==> src/rtl/core/cllt_pkg.sv <==
// ----------------------------------------------------------------------------
// cllt_pkg
// Shared constants, command codes and controller/datapath interface types
// for the two-line character LCD terminal front end.
// ----------------------------------------------------------------------------
`default_nettype none

package cllt_pkg;

	// Line geometry
	localparam int LINE_WIDTH = 16;
	localparam int COL_W      = $clog2(LINE_WIDTH + 1);
	localparam int IDX_W      = (LINE_WIDTH > 1) ? $clog2(LINE_WIDTH) : 1;

	// Input command codes
	localparam logic [1:0] CMD_PUT        = 2'd0;
	localparam logic [1:0] CMD_CLEAR_ALL  = 2'd1;
	localparam logic [1:0] CMD_CLEAR_LINE = 2'd2;

	// Controller bytes
	localparam logic [7:0] LCD_CLEAR_DISPLAY = 8'h01;
	localparam logic [7:0] LCD_BASE_LINE0    = 8'h80;
	localparam logic [7:0] LCD_BASE_LINE1    = 8'hC0;
	localparam logic [7:0] CH_SPACE          = 8'h20;
	localparam logic [7:0] CH_QUEST          = 8'h3F;

	// Control characters
	localparam logic [15:0] CH_NL  = 16'd10;
	localparam logic [15:0] CH_TAB = 16'd9;
	localparam logic [15:0] CH_FF  = 16'd12;
	localparam logic [15:0] CH_CR  = 16'd13;

	// Register-select values
	localparam logic RS_CMD  = 1'b0;
	localparam logic RS_DATA = 1'b1;

	// Datapath operations issued by the controller
	typedef enum logic [3:0] {
		OP_NONE,
		OP_LATCH,
		OP_COL_ZERO,
		OP_CLR_ALL,
		OP_CLR_BASE,
		OP_CLR_SPACE,
		OP_SCR_BASE,
		OP_SCR_CHAR,
		OP_SCR_SPACE,
		OP_PUT_ADDR,
		OP_PUT_DATA
	} dp_op_t;

	// Datapath status seen by the controller
	typedef struct packed {
		logic [1:0] cmd;
		logic       is_nl;
		logic       is_cr;
		logic       is_ff;
		logic       full;
		logic       idx_last;
		logic       emit_ok;
	} dp_status_t;

endpackage

`default_nettype wire

==> src/rtl/core/cllt_ctrl.sv <==
// ----------------------------------------------------------------------------
// cllt_ctrl
// Command sequencer: takes one command, then steps through its run of
// controller writes, one write per cycle whenever the output slot is free.
// ----------------------------------------------------------------------------
`default_nettype none

module cllt_ctrl (
	input  wire logic               clk,
	input  wire logic               arst_n,
	input  wire logic               in_valid,
	output logic                    in_stall,
	input  wire cllt_pkg::dp_status_t sts,
	output cllt_pkg::dp_op_t        op
);
	import cllt_pkg::*;

	typedef enum logic [9:0] {
		ST_IDLE      = 10'b0000000001,
		ST_DISPATCH  = 10'b0000000010,
		ST_CLR_ALL   = 10'b0000000100,
		ST_CLR_BASE  = 10'b0000001000,
		ST_CLR_SPACE = 10'b0000010000,
		ST_SCR_BASE  = 10'b0000100000,
		ST_SCR_CHAR  = 10'b0001000000,
		ST_SCR_SPACE = 10'b0010000000,
		ST_PUT_ADDR  = 10'b0100000000,
		ST_PUT_DATA  = 10'b1000000000
	} state_t;

	state_t state_q, state_d;

	assign in_stall = (state_q != ST_IDLE);

	// Next state and datapath operation
	always_comb begin
		state_d = state_q;
		op      = OP_NONE;
		unique case (state_q)
			ST_IDLE: begin
				if (in_valid) begin
					op      = OP_LATCH;
					state_d = ST_DISPATCH;
				end
			end
			ST_DISPATCH: begin
				case (sts.cmd)
					CMD_PUT: begin
						if (sts.is_nl) begin
							state_d = ST_IDLE;
						end else if (sts.is_cr) begin
							op      = OP_COL_ZERO;
							state_d = ST_IDLE;
						end else if (sts.is_ff) begin
							state_d = ST_CLR_BASE;
						end else if (sts.full) begin
							state_d = ST_SCR_BASE;
						end else begin
							state_d = ST_PUT_ADDR;
						end
					end
					CMD_CLEAR_ALL:  state_d = ST_CLR_ALL;
					CMD_CLEAR_LINE: state_d = ST_CLR_BASE;
					default:        state_d = ST_IDLE;
				endcase
			end
			ST_CLR_ALL: begin
				if (sts.emit_ok) begin
					op      = OP_CLR_ALL;
					state_d = ST_IDLE;
				end
			end
			ST_CLR_BASE: begin
				if (sts.emit_ok) begin
					op      = OP_CLR_BASE;
					state_d = ST_CLR_SPACE;
				end
			end
			ST_CLR_SPACE: begin
				if (sts.emit_ok) begin
					op = OP_CLR_SPACE;
					if (sts.idx_last) begin
						state_d = ST_IDLE;
					end
				end
			end
			ST_SCR_BASE: begin
				if (sts.emit_ok) begin
					op      = OP_SCR_BASE;
					state_d = (LINE_WIDTH > 1) ? ST_SCR_CHAR : ST_SCR_SPACE;
				end
			end
			ST_SCR_CHAR: begin
				if (sts.emit_ok) begin
					op = OP_SCR_CHAR;
					if (sts.idx_last) begin
						state_d = ST_SCR_SPACE;
					end
				end
			end
			ST_SCR_SPACE: begin
				if (sts.emit_ok) begin
					op      = OP_SCR_SPACE;
					state_d = ST_PUT_ADDR;
				end
			end
			ST_PUT_ADDR: begin
				if (sts.emit_ok) begin
					op      = OP_PUT_ADDR;
					state_d = ST_PUT_DATA;
				end
			end
			ST_PUT_DATA: begin
				if (sts.emit_ok) begin
					op      = OP_PUT_DATA;
					state_d = ST_IDLE;
				end
			end
			default: begin
				state_d = ST_IDLE;
			end
		endcase
	end

	// State register
	always_ff @(posedge clk or negedge arst_n) begin
		if (!arst_n) begin
			state_q <= ST_IDLE;
		end else begin
			state_q <= state_d;
		end
	end

endmodule

`default_nettype wire

==> src/rtl/core/cllt_dp.sv <==
// ----------------------------------------------------------------------------
// cllt_dp
// Datapath: latched command, shadow text, line columns, run index and the
// output register holding one controller write beat.
// ----------------------------------------------------------------------------
`default_nettype none

module cllt_dp (
	input  wire logic               clk,
	input  wire logic               arst_n,
	input  wire logic [1:0]         cmd,
	input  wire logic               line_sel,
	input  wire logic signed [15:0] char_code,
	input  wire cllt_pkg::dp_op_t   op,
	output cllt_pkg::dp_status_t    sts,
	output logic                    out_valid,
	input  wire logic               out_stall,
	output logic                    reg_select,
	output logic [7:0]              bus_byte,
	output logic                    last
);
	import cllt_pkg::*;

	logic [1:0]       cmd_q;
	logic             line_q;
	logic             nl_q, cr_q, ff_q;
	logic [7:0]       char_q;
	logic [7:0]       shadow_q [2][LINE_WIDTH];
	logic [COL_W-1:0] col_q [2];
	logic [IDX_W-1:0] idx_q;

	logic             out_valid_q;
	logic             rs_q;
	logic [7:0]       byte_q;
	logic             last_q;

	logic             emit;
	logic             emit_rs;
	logic [7:0]       emit_byte;
	logic             emit_last;
	logic [7:0]       base;
	logic [7:0]       rd_char;
	logic [COL_W-1:0] col_cur;
	logic             idx_last;
	logic [7:0]       mapped_char;

	// Character mapping at accept time
	always_comb begin
		if (char_code == CH_TAB) begin
			mapped_char = CH_SPACE;
		end else if (char_code[15:8] != 8'd0) begin
			mapped_char = CH_QUEST;
		end else begin
			mapped_char = char_code[7:0];
		end
	end

	assign base     = line_q ? LCD_BASE_LINE1 : LCD_BASE_LINE0;
	assign col_cur  = col_q[line_q];
	assign rd_char  = shadow_q[line_q][idx_q];
	assign idx_last = (idx_q == IDX_W'(LINE_WIDTH - 1));

	// Write beat selection
	always_comb begin
		emit      = 1'b1;
		emit_rs   = RS_DATA;
		emit_byte = CH_SPACE;
		emit_last = 1'b0;
		case (op) inside
			OP_CLR_ALL: begin
				emit_rs   = RS_CMD;
				emit_byte = LCD_CLEAR_DISPLAY;
				emit_last = 1'b1;
			end
			OP_CLR_BASE, OP_SCR_BASE: begin
				emit_rs   = RS_CMD;
				emit_byte = base;
			end
			OP_CLR_SPACE: emit_last = idx_last;
			OP_SCR_CHAR:  emit_byte = rd_char;
			OP_SCR_SPACE: emit_byte = CH_SPACE;
			OP_PUT_ADDR: begin
				emit_rs   = RS_CMD;
				emit_byte = base | 8'(col_cur);
			end
			OP_PUT_DATA: begin
				emit_byte = char_q;
				emit_last = 1'b1;
			end
			default: emit = 1'b0;
		endcase
	end

	assign sts.cmd      = cmd_q;
	assign sts.is_nl    = nl_q;
	assign sts.is_cr    = cr_q;
	assign sts.is_ff    = ff_q;
	assign sts.full     = (col_cur == COL_W'(LINE_WIDTH));
	assign sts.idx_last = idx_last;
	assign sts.emit_ok  = !out_valid_q || !out_stall;

	// Latched command fields
	always_ff @(posedge clk) begin
		if (op == OP_LATCH) begin
			cmd_q  <= cmd;
			line_q <= line_sel;
			nl_q   <= (char_code == CH_NL);
			cr_q   <= (char_code == CH_CR);
			ff_q   <= (char_code == CH_FF);
			char_q <= mapped_char;
		end
	end

	// Shadow text, columns and run index
	always_ff @(posedge clk or negedge arst_n) begin
		if (!arst_n) begin
			for (int l = 0; l < 2; l++) begin
				col_q[l] <= '0;
				for (int i = 0; i < LINE_WIDTH; i++) begin
					shadow_q[l][i] <= CH_SPACE;
				end
			end
			idx_q <= '0;
		end else begin
			case (op)
				OP_COL_ZERO: col_q[line_q] <= '0;
				OP_CLR_ALL: begin
					for (int l = 0; l < 2; l++) begin
						col_q[l] <= '0;
						for (int i = 0; i < LINE_WIDTH; i++) begin
							shadow_q[l][i] <= CH_SPACE;
						end
					end
				end
				OP_CLR_BASE: idx_q <= '0;
				OP_CLR_SPACE: begin
					shadow_q[line_q][idx_q] <= CH_SPACE;
					idx_q <= idx_q + 1'b1;
					if (idx_last) begin
						col_q[line_q] <= '0;
					end
				end
				OP_SCR_BASE: idx_q <= IDX_W'(1);
				OP_SCR_CHAR: begin
					// shift one place left
					shadow_q[line_q][idx_q - 1'b1] <= rd_char;
					idx_q <= idx_q + 1'b1;
				end
				OP_SCR_SPACE: col_q[line_q] <= COL_W'(LINE_WIDTH - 1);
				OP_PUT_DATA: begin
					shadow_q[line_q][col_cur[IDX_W-1:0]] <= char_q;
					col_q[line_q] <= col_cur + 1'b1;
				end
				default: ;
			endcase
		end
	end

	// Output register: valid
	always_ff @(posedge clk or negedge arst_n) begin
		if (!arst_n) begin
			out_valid_q <= 1'b0;
		end else if (emit) begin
			out_valid_q <= 1'b1;
		end else if (!out_stall) begin
			out_valid_q <= 1'b0;
		end
	end

	// Output register: payload
	always_ff @(posedge clk) begin
		if (emit) begin
			rs_q   <= emit_rs;
			byte_q <= emit_byte;
			last_q <= emit_last;
		end
	end

	assign out_valid  = out_valid_q;
	assign reg_select = rs_q;
	assign bus_byte   = byte_q;
	assign last       = last_q;

	// Columns never pass the line width
	a_col_range: assert property (@(posedge clk) disable iff (!arst_n)
		(col_q[0] <= COL_W'(LINE_WIDTH)) && (col_q[1] <= COL_W'(LINE_WIDTH)))
		else $error("line column beyond line width");

	// A new beat never overwrites one still stalled at the output
	a_no_overwrite: assert property (@(posedge clk) disable iff (!arst_n)
		!(emit && out_valid_q && out_stall))
		else $error("beat issued into a stalled output register");

	// The character write closes a put run
	a_put_last: assert property (@(posedge clk) disable iff (!arst_n)
		(op == OP_PUT_DATA) |=> (out_valid_q && last_q && rs_q == RS_DATA))
		else $error("put data beat not marked last");

	// After a scroll the column sits at the last position
	a_scroll_col: assert property (@(posedge clk) disable iff (!arst_n)
		(op == OP_SCR_SPACE) |=> (col_q[line_q] == COL_W'(LINE_WIDTH - 1)))
		else $error("scroll left column out of place");

endmodule

`default_nettype wire

==> src/rtl/core/char_lcd_line_terminal.sv <==
// ----------------------------------------------------------------------------
// char_lcd_line_terminal
// Two-line character LCD terminal front end: turns put/clear commands into
// runs of LCD controller writes, keeping a shadow text buffer per line.
// ----------------------------------------------------------------------------
// Path: a command is latched at accept and decoded before its writes are registered.
// Throughput: one write beat per cycle while the output is not stalled; a command
//   holds the sequencer until its last write beat is issued.
// Run lengths: put 2 beats, put on a full line LINE_WIDTH+3, line clear
//   LINE_WIDTH+1, display clear 1; newline, carriage return and unused codes 0.
// Reset: asynchronous; columns go to 0 and shadow text to spaces at once.
`default_nettype none

module char_lcd_line_terminal (
	input  wire logic               clk,
	input  wire logic               arst_n,
	input  wire logic               in_valid,
	output logic                    in_stall,
	input  wire logic [1:0]         cmd,
	input  wire logic               line_sel,
	input  wire logic signed [15:0] char_code,
	output logic                    out_valid,
	input  wire logic               out_stall,
	output logic                    reg_select,
	output logic [7:0]              bus_byte,
	output logic                    last
);
	import cllt_pkg::*;

	dp_op_t     op;
	dp_status_t sts;

	// Command sequencer
	cllt_ctrl u_ctrl (
		.clk      (clk),
		.arst_n   (arst_n),
		.in_valid (in_valid),
		.in_stall (in_stall),
		.sts      (sts),
		.op       (op)
	);

	// Shadow text and output datapath
	cllt_dp u_dp (
		.clk        (clk),
		.arst_n     (arst_n),
		.cmd        (cmd),
		.line_sel   (line_sel),
		.char_code  (char_code),
		.op         (op),
		.sts        (sts),
		.out_valid  (out_valid),
		.out_stall  (out_stall),
		.reg_select (reg_select),
		.bus_byte   (bus_byte),
		.last       (last)
	);

endmodule

`default_nettype wire

==> config.mk <==
export PLATFORM = sky130hd
export DESIGN_NAME = char_lcd_line_terminal
export DESIGN_NICKNAME = d
export VERILOG_FILES = /design/src/rtl/core/cllt_pkg.sv /design/src/rtl/core/cllt_ctrl.sv /design/src/rtl/core/cllt_dp.sv /design/src/rtl/core/char_lcd_line_terminal.sv
export SDC_FILE = /design/constraint.sdc
export NUM_CORES = 1
export LEC_CHECK = 0
export BUFFER_PORTS_ARGS = -buffer_cell sky130_fd_sc_hd__buf_2
export CAP_MARGIN = 10
export CORE_MARGIN = 2
export CORE_UTILIZATION = 45
export CTS_CLUSTER_DIAMETER = 100
export CTS_CLUSTER_SIZE = 24
export DETAILED_ROUTE_END_ITERATION = 10
export SETUP_SLACK_MARGIN = 0.2
export SLEW_MARGIN = 40
export SYNTH_ARGS = -nofsm -noshare
export SYNTH_HDL_FRONTEND = slang
export SYNTH_SLANG_ARGS = --single-unit
==> constraint.sdc <==
create_clock -name clk -period 3.8 [get_ports clk]
set_input_delay 0.38 -clock clk [delete_from_list [all_inputs] [get_ports clk]]
set_output_delay 0.38 -clock clk [all_outputs]
set_load 0.05 [all_outputs]
==> metrics.md, run 1 <==
| Metric | Value |
|---|---|
| Vias per inst | `6.84` |
| Post-route ant nets | `0` |
| Commonest non-fill, non-tap cell in the layout | `o21ai_0` |
| Seq/Total Area, Yosys | `40.3%` |
| LEAKAGE | `0.00839 uW` |
| CP Launch Type | `register` |
| Status | `complete, no violations` |
| Die extent in x | `between 200 and 250 microns` |
| Hold Fails Final Rpt | `0` |
| Setup ws final | `0.312 ns` |
| Clock sink count | `just over 300` |
| WL final | `78100 microns` |
| CP Capture Type | `register` |
| Die ar. | `between 40000 and 50000 sq um` |
| Critical setup path kind | `register to register` |
| RSZ-0062 raised after global routing | `yes` |
| GRT Total Usage | `35.2%` |
| Syn Area/Cell | `9.16 sq um` |
| Hold Path Class | `primary input to register` |
| Skew-Pair Late Insertion Delay | `0.56 ns` |
| Final Setup Violations | `0` |
| CTS H-tree lvls | `1` |
| Final Critical Period | `3.49 ns` |
| Worst Path Arrival | `approximately 4.0 ns` |
| Post-Syn Instances | `2108` |
| Final setup TNS | `0 ns` |
| CTS clk-pin slew, worst paths | `0.10 ns` |
| CTS tree | `built` |
| CTS max path bufs | `3` |
| Cts bufs inserted | `18` |
| I/O pin count | `35` |
| Final Cycle Share | `91.8%` |
| Pre-CTS WS | `0.0973 ns` |
| Power Density | `409 nW/um^2` |
| Top FF cell, synth | `dfrtp_1` |
| Share of layout cells above drive strength 1 | `19.3%` |
| Drt pass-1 iters | `6` |
| Top post-synthesis cells by area | `dfrtp_1 32%, a22oi_1 8.6%, mux4_2 7.2%` |
| Achievable frequency | `roughly 0.29 GHz` |
| Root Driver | `clkbuf_16` |
| Vias post-DR | `18600` |
| Largest area contributor in the netlist | `dfrtp_1` |
| Max-Cap Viols | `0` |
| Yosys top cell area share | `around a third` |
| Total gr overflow | `0` |
| Largest net degree at the start of global routing | `73` |
| Final HPWL DP | `between 50000 and 60000 microns` |
| Fill cells | `3925` |
| Starting DRT DRC Count | `2290` |
| Port bufs | `34` |
| Core area | `approximately 42000 sq um` |
| Flops & latches, synth | `305` |
| Num rows | `75` |
| Post-Syn Area | `between 15000 and 20000 sq um` |
| Die H | `211 microns` |
| EDFF count, synth | `24` |
| First-pass GRT wire length | `118000 microns` |
| Placer Congestion | `just over 1` |
| Post-Syn Nets | `2141` |
| Max Slew Vio Count | `0` |
| Initial Util | `45.8%` |
| Ys async rst share | `between 90% and 100%` |
| Syn. warnings | `0` |
| Highest-count cells in the layout ignoring fill and taps | `268 x o21ai_0, 253 x inv_1, 247 x dfrtp_1` |
| Slew HR | `38.4%` |
| DR DRC count | `0` |
| Area Overhead vs Synth | `13.3%` |
| Critical path fanouts, max | `21` |
| WL/cell | `28.7 microns` |
| Worst vdd ir | `269 uV` |
| Initial antenna violation count | `4` |
| Synth cell types | `just under 80` |
| Worst endpoint required time | `around 4.3 ns` |
| Vias in the first global route | `18300` |
| Slew @ Worst Pin | `0.924 ns` |
| Worst clock skew | `0.0295 ns` |
| # nets final | `2205` |
## worst max-delay path, cell delays in order (launching register included)
cell and delay, ns:
dfrtp_1 0.46, or4_1 0.63, buf_4 0.20, or3_1 0.41, or2_1 0.42, a311oi_4 0.34
buf_12 0.22, buf_4 0.16, and2_0 0.13, buf_4 0.16, a221oi_1 0.09, a2bb2oi_1 0.18
## sequential cells by signal, indices dropped and copies added, names as in the netlist
signal           count
u_dp.shadow_q      256
u_ctrl.state_q      10
u_dp.col_q          10
u_dp.bus_byte        8
u_dp.char_q          8
u_dp.idx_q           4
u_dp.cmd_q           2
u_dp.cr_q            1
u_dp.ff_q            1
u_dp.last            1
u_dp.line_q          1
u_dp.nl_q            1
u_dp.out_valid       1
u_dp.reg_select      1
## final timing paths
path | from | endpoint | slack (ns) | cells after the start
worst max-delay path | u_ctrl.state_q[2] | u_dp.shadow_q[213] | 0.31 | 11
worst min-delay path | line_sel | u_dp.line_q | 0.02 | 1
worst max register to register | u_ctrl.state_q[2] | u_dp.shadow_q[213] | 0.31 | 11
worst min register to register | u_dp.shadow_q[125] | u_dp.shadow_q[125] | 0.47 | 2
max in group asynchronous | arst_n | u_dp.shadow_q[180] | 2.35 | 4
min in group asynchronous | arst_n | u_dp.shadow_q[75] | 0.30 | 2
## per-stage QoR
stage               hold WS, ns  instances  instance area [sq um]  total power [uW]  utilization, %
global route            0.00372       2722                  21900              9220            51.9
CTS                     0.00417       2718                  21800              8850            51.7
floorplan                0.0844       2108                  19300              5350               -
detailed placement        0.294       2683                  21200              6640            50.3
global placement          0.455       2678                  21100              6620            50.1
finish                   0.0184       2723                  21900              8950            51.9
## routing by layer
metal	GRT usage, %	wire, microns
met3	7.67	7950
met1	49.3	32600
met4	14.4	3470
met5	0	45
met2	53.1	34100
## where the power goes
group | internal (uW) | leakage (uW) | switching (uW)
Clock | 963 | 0.000273 | 1250
Combinational | 940 | 0.00412 | 2040
Sequential | 3530 | 0.00400 | 219
## final cells by class
type	count	area [sq um]	area share [%]
diodes	1	2.50	0.0114
clock buffers	25	498	2.28
clock inverters	6	67.6	0.309
inverters	253	950	4.34
multi-input cells	1370	10000	45.9
flip-flops and latches	305	7790	35.6
well taps	539	674	3.08
repair buffers	224	1870	8.52
## synthesized netlist by cell type (13+ instances only)
master	instances
o21ai_0	268
a32oi_1	22
edfxtp_1	24
a21oi_1	73
o32ai_1	16
o22ai_1	39
clkbuf_1	133
a221oi_2	13
buf_1	23
a2bb2oi_1	17
a21o_1	13
dfrtp_1	248
inv_1	253
o2111ai_1	13
a22oi_1	220
nor3_1	29
nand3_1	39
nand2_1	106
dfstp_2	33
o221ai_1	14
and2_1	21
mux4_2	62
nor2_1	118
o21ai_1	15
buf_2	21
mux2i_1	23
and3_1	26
## kinds of logic (layout without fill, tap and decap cells)
logic type	count (synthesis)	after routing	synth area share (%)
simple gates	423	423	10.8
mux	92	92	8.83
flops	305	305	40.3
fa+ha+maj	10	10	0.648
buf+inv	433	508	8.63
compound gates	836	836	30.4
other cells	0	1	0
xor+xnor	9	9	0.408
## timing repair
item / 4_1_cts / 5_1_grt
pin swaps: 0 / 8
gates resized for setup: 2 / 16
hold endpoints to repair: 35 / 0
setup buffers: 1 / 4
hold buffers: 3 / 0
endpoints found under the setup margin: 7 / 105
No activity file was read; power rests on OpenSTA's default activity.
==> run 2: changes to the inputs <==
--- a/config.mk
+++ b/config.mk
@@ -12,6 +12,7 @@
 export CTS_CLUSTER_DIAMETER = 100
 export CTS_CLUSTER_SIZE = 24
 export DETAILED_ROUTE_END_ITERATION = 10
+export REMOVE_ABC_BUFFERS = 1
 export SETUP_SLACK_MARGIN = 0.2
 export SLEW_MARGIN = 40
 export SYNTH_ARGS = -nofsm -noshare
==> run 2 against run 1 <==
Clock power is 6% lower. Global-route usage is 0.70 points lower. Hold slack hardly changed. Die area stayed put. Utilization is 0.51 points lower. Cell count is 0.73% lower. Critical path depth is 1 lower. Maximum frequency is 0.92% higher. Count of clock-buffer cells in the layout is 1 higher. Sequential cell count stayed put. Largest cell class unchanged.
==> metrics.md, run 2 (synthesis results as in run 1) <==
| Metric | Value |
|---|---|
| Die ar. | `44600 sq um` |
| Slew @ Worst Pin | `0.908 ns` |
| Max Slew Vio Count | `0` |
| Dpl cells | `2665` |
| Post-route ant nets | `0` |
| Max-Cap Viols | `0` |
| Total gr overflow | `0` |
| Critical setup path kind | `register to register` |
| Critical path fanouts, max | `19` |
| Initial Util | `45.8%` |
| Placer Congestion | `1.03` |
| Pre-CTS WS | `0.165 ns` |
| Sw Share | `between 30% and 40%` |
| Status | `complete, no violations` |
| Worst Path Arrival | `3.91 ns` |
| Final Critical Period | `between 3 and 4 ns` |
| WHS | `between 0.015 and 0.02 ns` |
| Port bufs | `34` |
| DR DRC count | `0` |
| Largest net degree at the start of global routing | `100` |
| Root Driver | `clkbuf_16` |
| WL/cell | `28.4 microns` |
| Psw | `3420 uW` |
| Power Internal | `~5400 uW` |
| I/O pin count | `35` |
| Final Setup Violations | `0` |
| Logic pwr share | `around 34%` |
| Worst vdd ir | `358 uV` |
| Slew HR | `39.4%` |
| Achievable frequency | `0.289 GHz` |
| Die H | `211 microns` |
| Worst clock skew | `0.0230 ns` |
| Top flop regs | `u_dp.shadow_q: 256 flops, u_ctrl.state_q: 10 flops, u_dp.col_q: 10 flops` |
| Multi-input gate area | `10000 sq um` |
| First-pass GRT wire length | `115000 microns` |
| Initial antenna violation count | `2` |
| Area Overhead vs Synth | `12.2%` |
| CTS clk-pin slew, worst paths | `0.09 ns` |
| Num rows | `75` |
| Clock sink count | `305` |
| Die extent in x | `211 microns` |
| Cts bufs inserted | `17` |
| Vias per inst | `6.78` |
| Register area | `7790 sq um` |
| Drt pass-1 iters | `5` |
| Starting DRT DRC Count | `approximately 2300` |
| Skew-Pair Late Insertion Delay | `0.54 ns` |
| Hold Path Class | `primary input to register` |
| WL final | `~77000 microns` |
| CTS max path bufs | `3` |
| Seq pwr share | `42.6%` |
| # nets final | `~2200` |
| Final setup TNS | `0 ns` |
| Fill cells | `~3900` |
| Share of layout cells above drive strength 1 | `17.9%` |
| Highest-count cells in the layout ignoring fill and taps | `267 x o21ai_0, 253 x inv_1, 247 x dfrtp_1` |
| LEAKAGE | `0.00827 uW` |
| CTS tree | `built` |
| GRT Total Usage | `34.5%` |
| Max reg flops | `between 200 and 300` |
| CP Capture Type | `register` |
| RSZ-0062 raised after global routing | `no` |
| Worst endpoint required time | `4.26 ns` |
| Commonest non-fill, non-tap cell in the layout | `o21ai_0` |
| Core area | `42100 sq um` |
| Vias in the first global route | `about 18000` |
| Final HPWL DP | `53500 microns` |
| Final Cycle Share | `approximately nine tenths` |
| CTS H-tree lvls | `1` |
| Clock power share | `23.6%` |
| Top reg by flops | `u_dp.shadow_q` |
| CP Launch Type | `register` |
| Hold Fails Final Rpt | `0` |
| Power Density | `about 410 nW/um^2` |
| Setup ws final | `between 0.3 and 0.4 ns` |
| Non-filler cells, final | `2703` |
| Vias post-DR | `about 18000` |
-- run 2: changes by cell type in the layout (fill, tap and decap cells not counted), sizes merged --
cell	previous run	this run
inv	257	255
buf	221	203
clkinv	2	1
diode	1	2
clkbuf	25	27
dlygate4sd3	3	1
-- run 2: routing by layer --
| layer | up-vias | GRT usage [%] | share of wire [%] |
|---|---|---|---|
| met3 | 181 | 7.58 | 10 |
| met4 | 0 | 15.4 | 4.8 |
| met2 | 1081 | 51.3 | 44 |
| met5 | - | 0 | 0 |
| li1 | 7909 | - | - |
| met1 | 9144 | 48.5 | 41 |
-- run 2: path summary, 6_finish.rpt --
kind	from	end	slack (ns)	cells past startpoint
worst max-delay path	u_ctrl.state_q[2]	u_dp.shadow_q[53]	0.34	10
max in group asynchronous	arst_n	u_dp.shadow_q[245]	2.34	4
worst min-delay path	cmd[1]	u_dp.cmd_q[1]	0.02	1
worst min register to register	u_dp.shadow_q[29]	u_dp.shadow_q[29]	0.47	2
worst max register to register	u_ctrl.state_q[2]	u_dp.shadow_q[53]	0.34	10
min in group asynchronous	arst_n	u_dp.shadow_q[67]	0.29	2
-- run 2: critical path: stages, from the launching register on --
cell and delay, ns:
dfrtp_1 0.47, or4_4 0.62, or4_1 0.56, and2_1 0.25
buf_4 0.20, a311oi_4 0.27, buf_12 0.21, buf_4 0.21
o22ai_1 0.11, a2111oi_1 0.39, a21oi_1 0.07
-- run 2: final cells by class --
type	count	share of cell area, %
Multi-Input combinational cell	1370	46.2
Clock inverter	3	0.167
Inverter	253	4.38
Sequential cell	305	36.0
Antenna cell	2	0.0231
Tap cell	539	3.11
Timing Repair Buffer	205	8.01
Clock buffer	26	2.17
-- run 2: timing repair --
item	CTS	global route
cloned	0	0
endpoints found under the setup margin	10	220
resized for setup	1	10
pin swaps	0	2
hold buffers	1	0
endpoints found under the hold margin	82	0
setup buffers	0	1
-- run 2: through the flow --
step           util [%]  total power [uW]  cell area [sq um]
2_1_floorplan         -              5250              18600
3_3_place_gp       49.8              6610              21000
3_5_place_dp       49.9              6630              21000
4_1_cts            51.1              8700              21500
5_1_grt            51.4              9050              21700
6_report           51.4              8780              21700
-- run 2: power by group through the flow --
stage | clock network (uW) | logic [uW] | registers, uW
after CTS | 2120 | 2840 | 3740
after global routing | 2210 | 3080 | 3750
after floorplan | 0 | 1330 | 3930
after global placement | 0 | 2800 | 3810
after detailed placement | 0 | 2830 | 3800
final | 2070 | 2970 | 3740
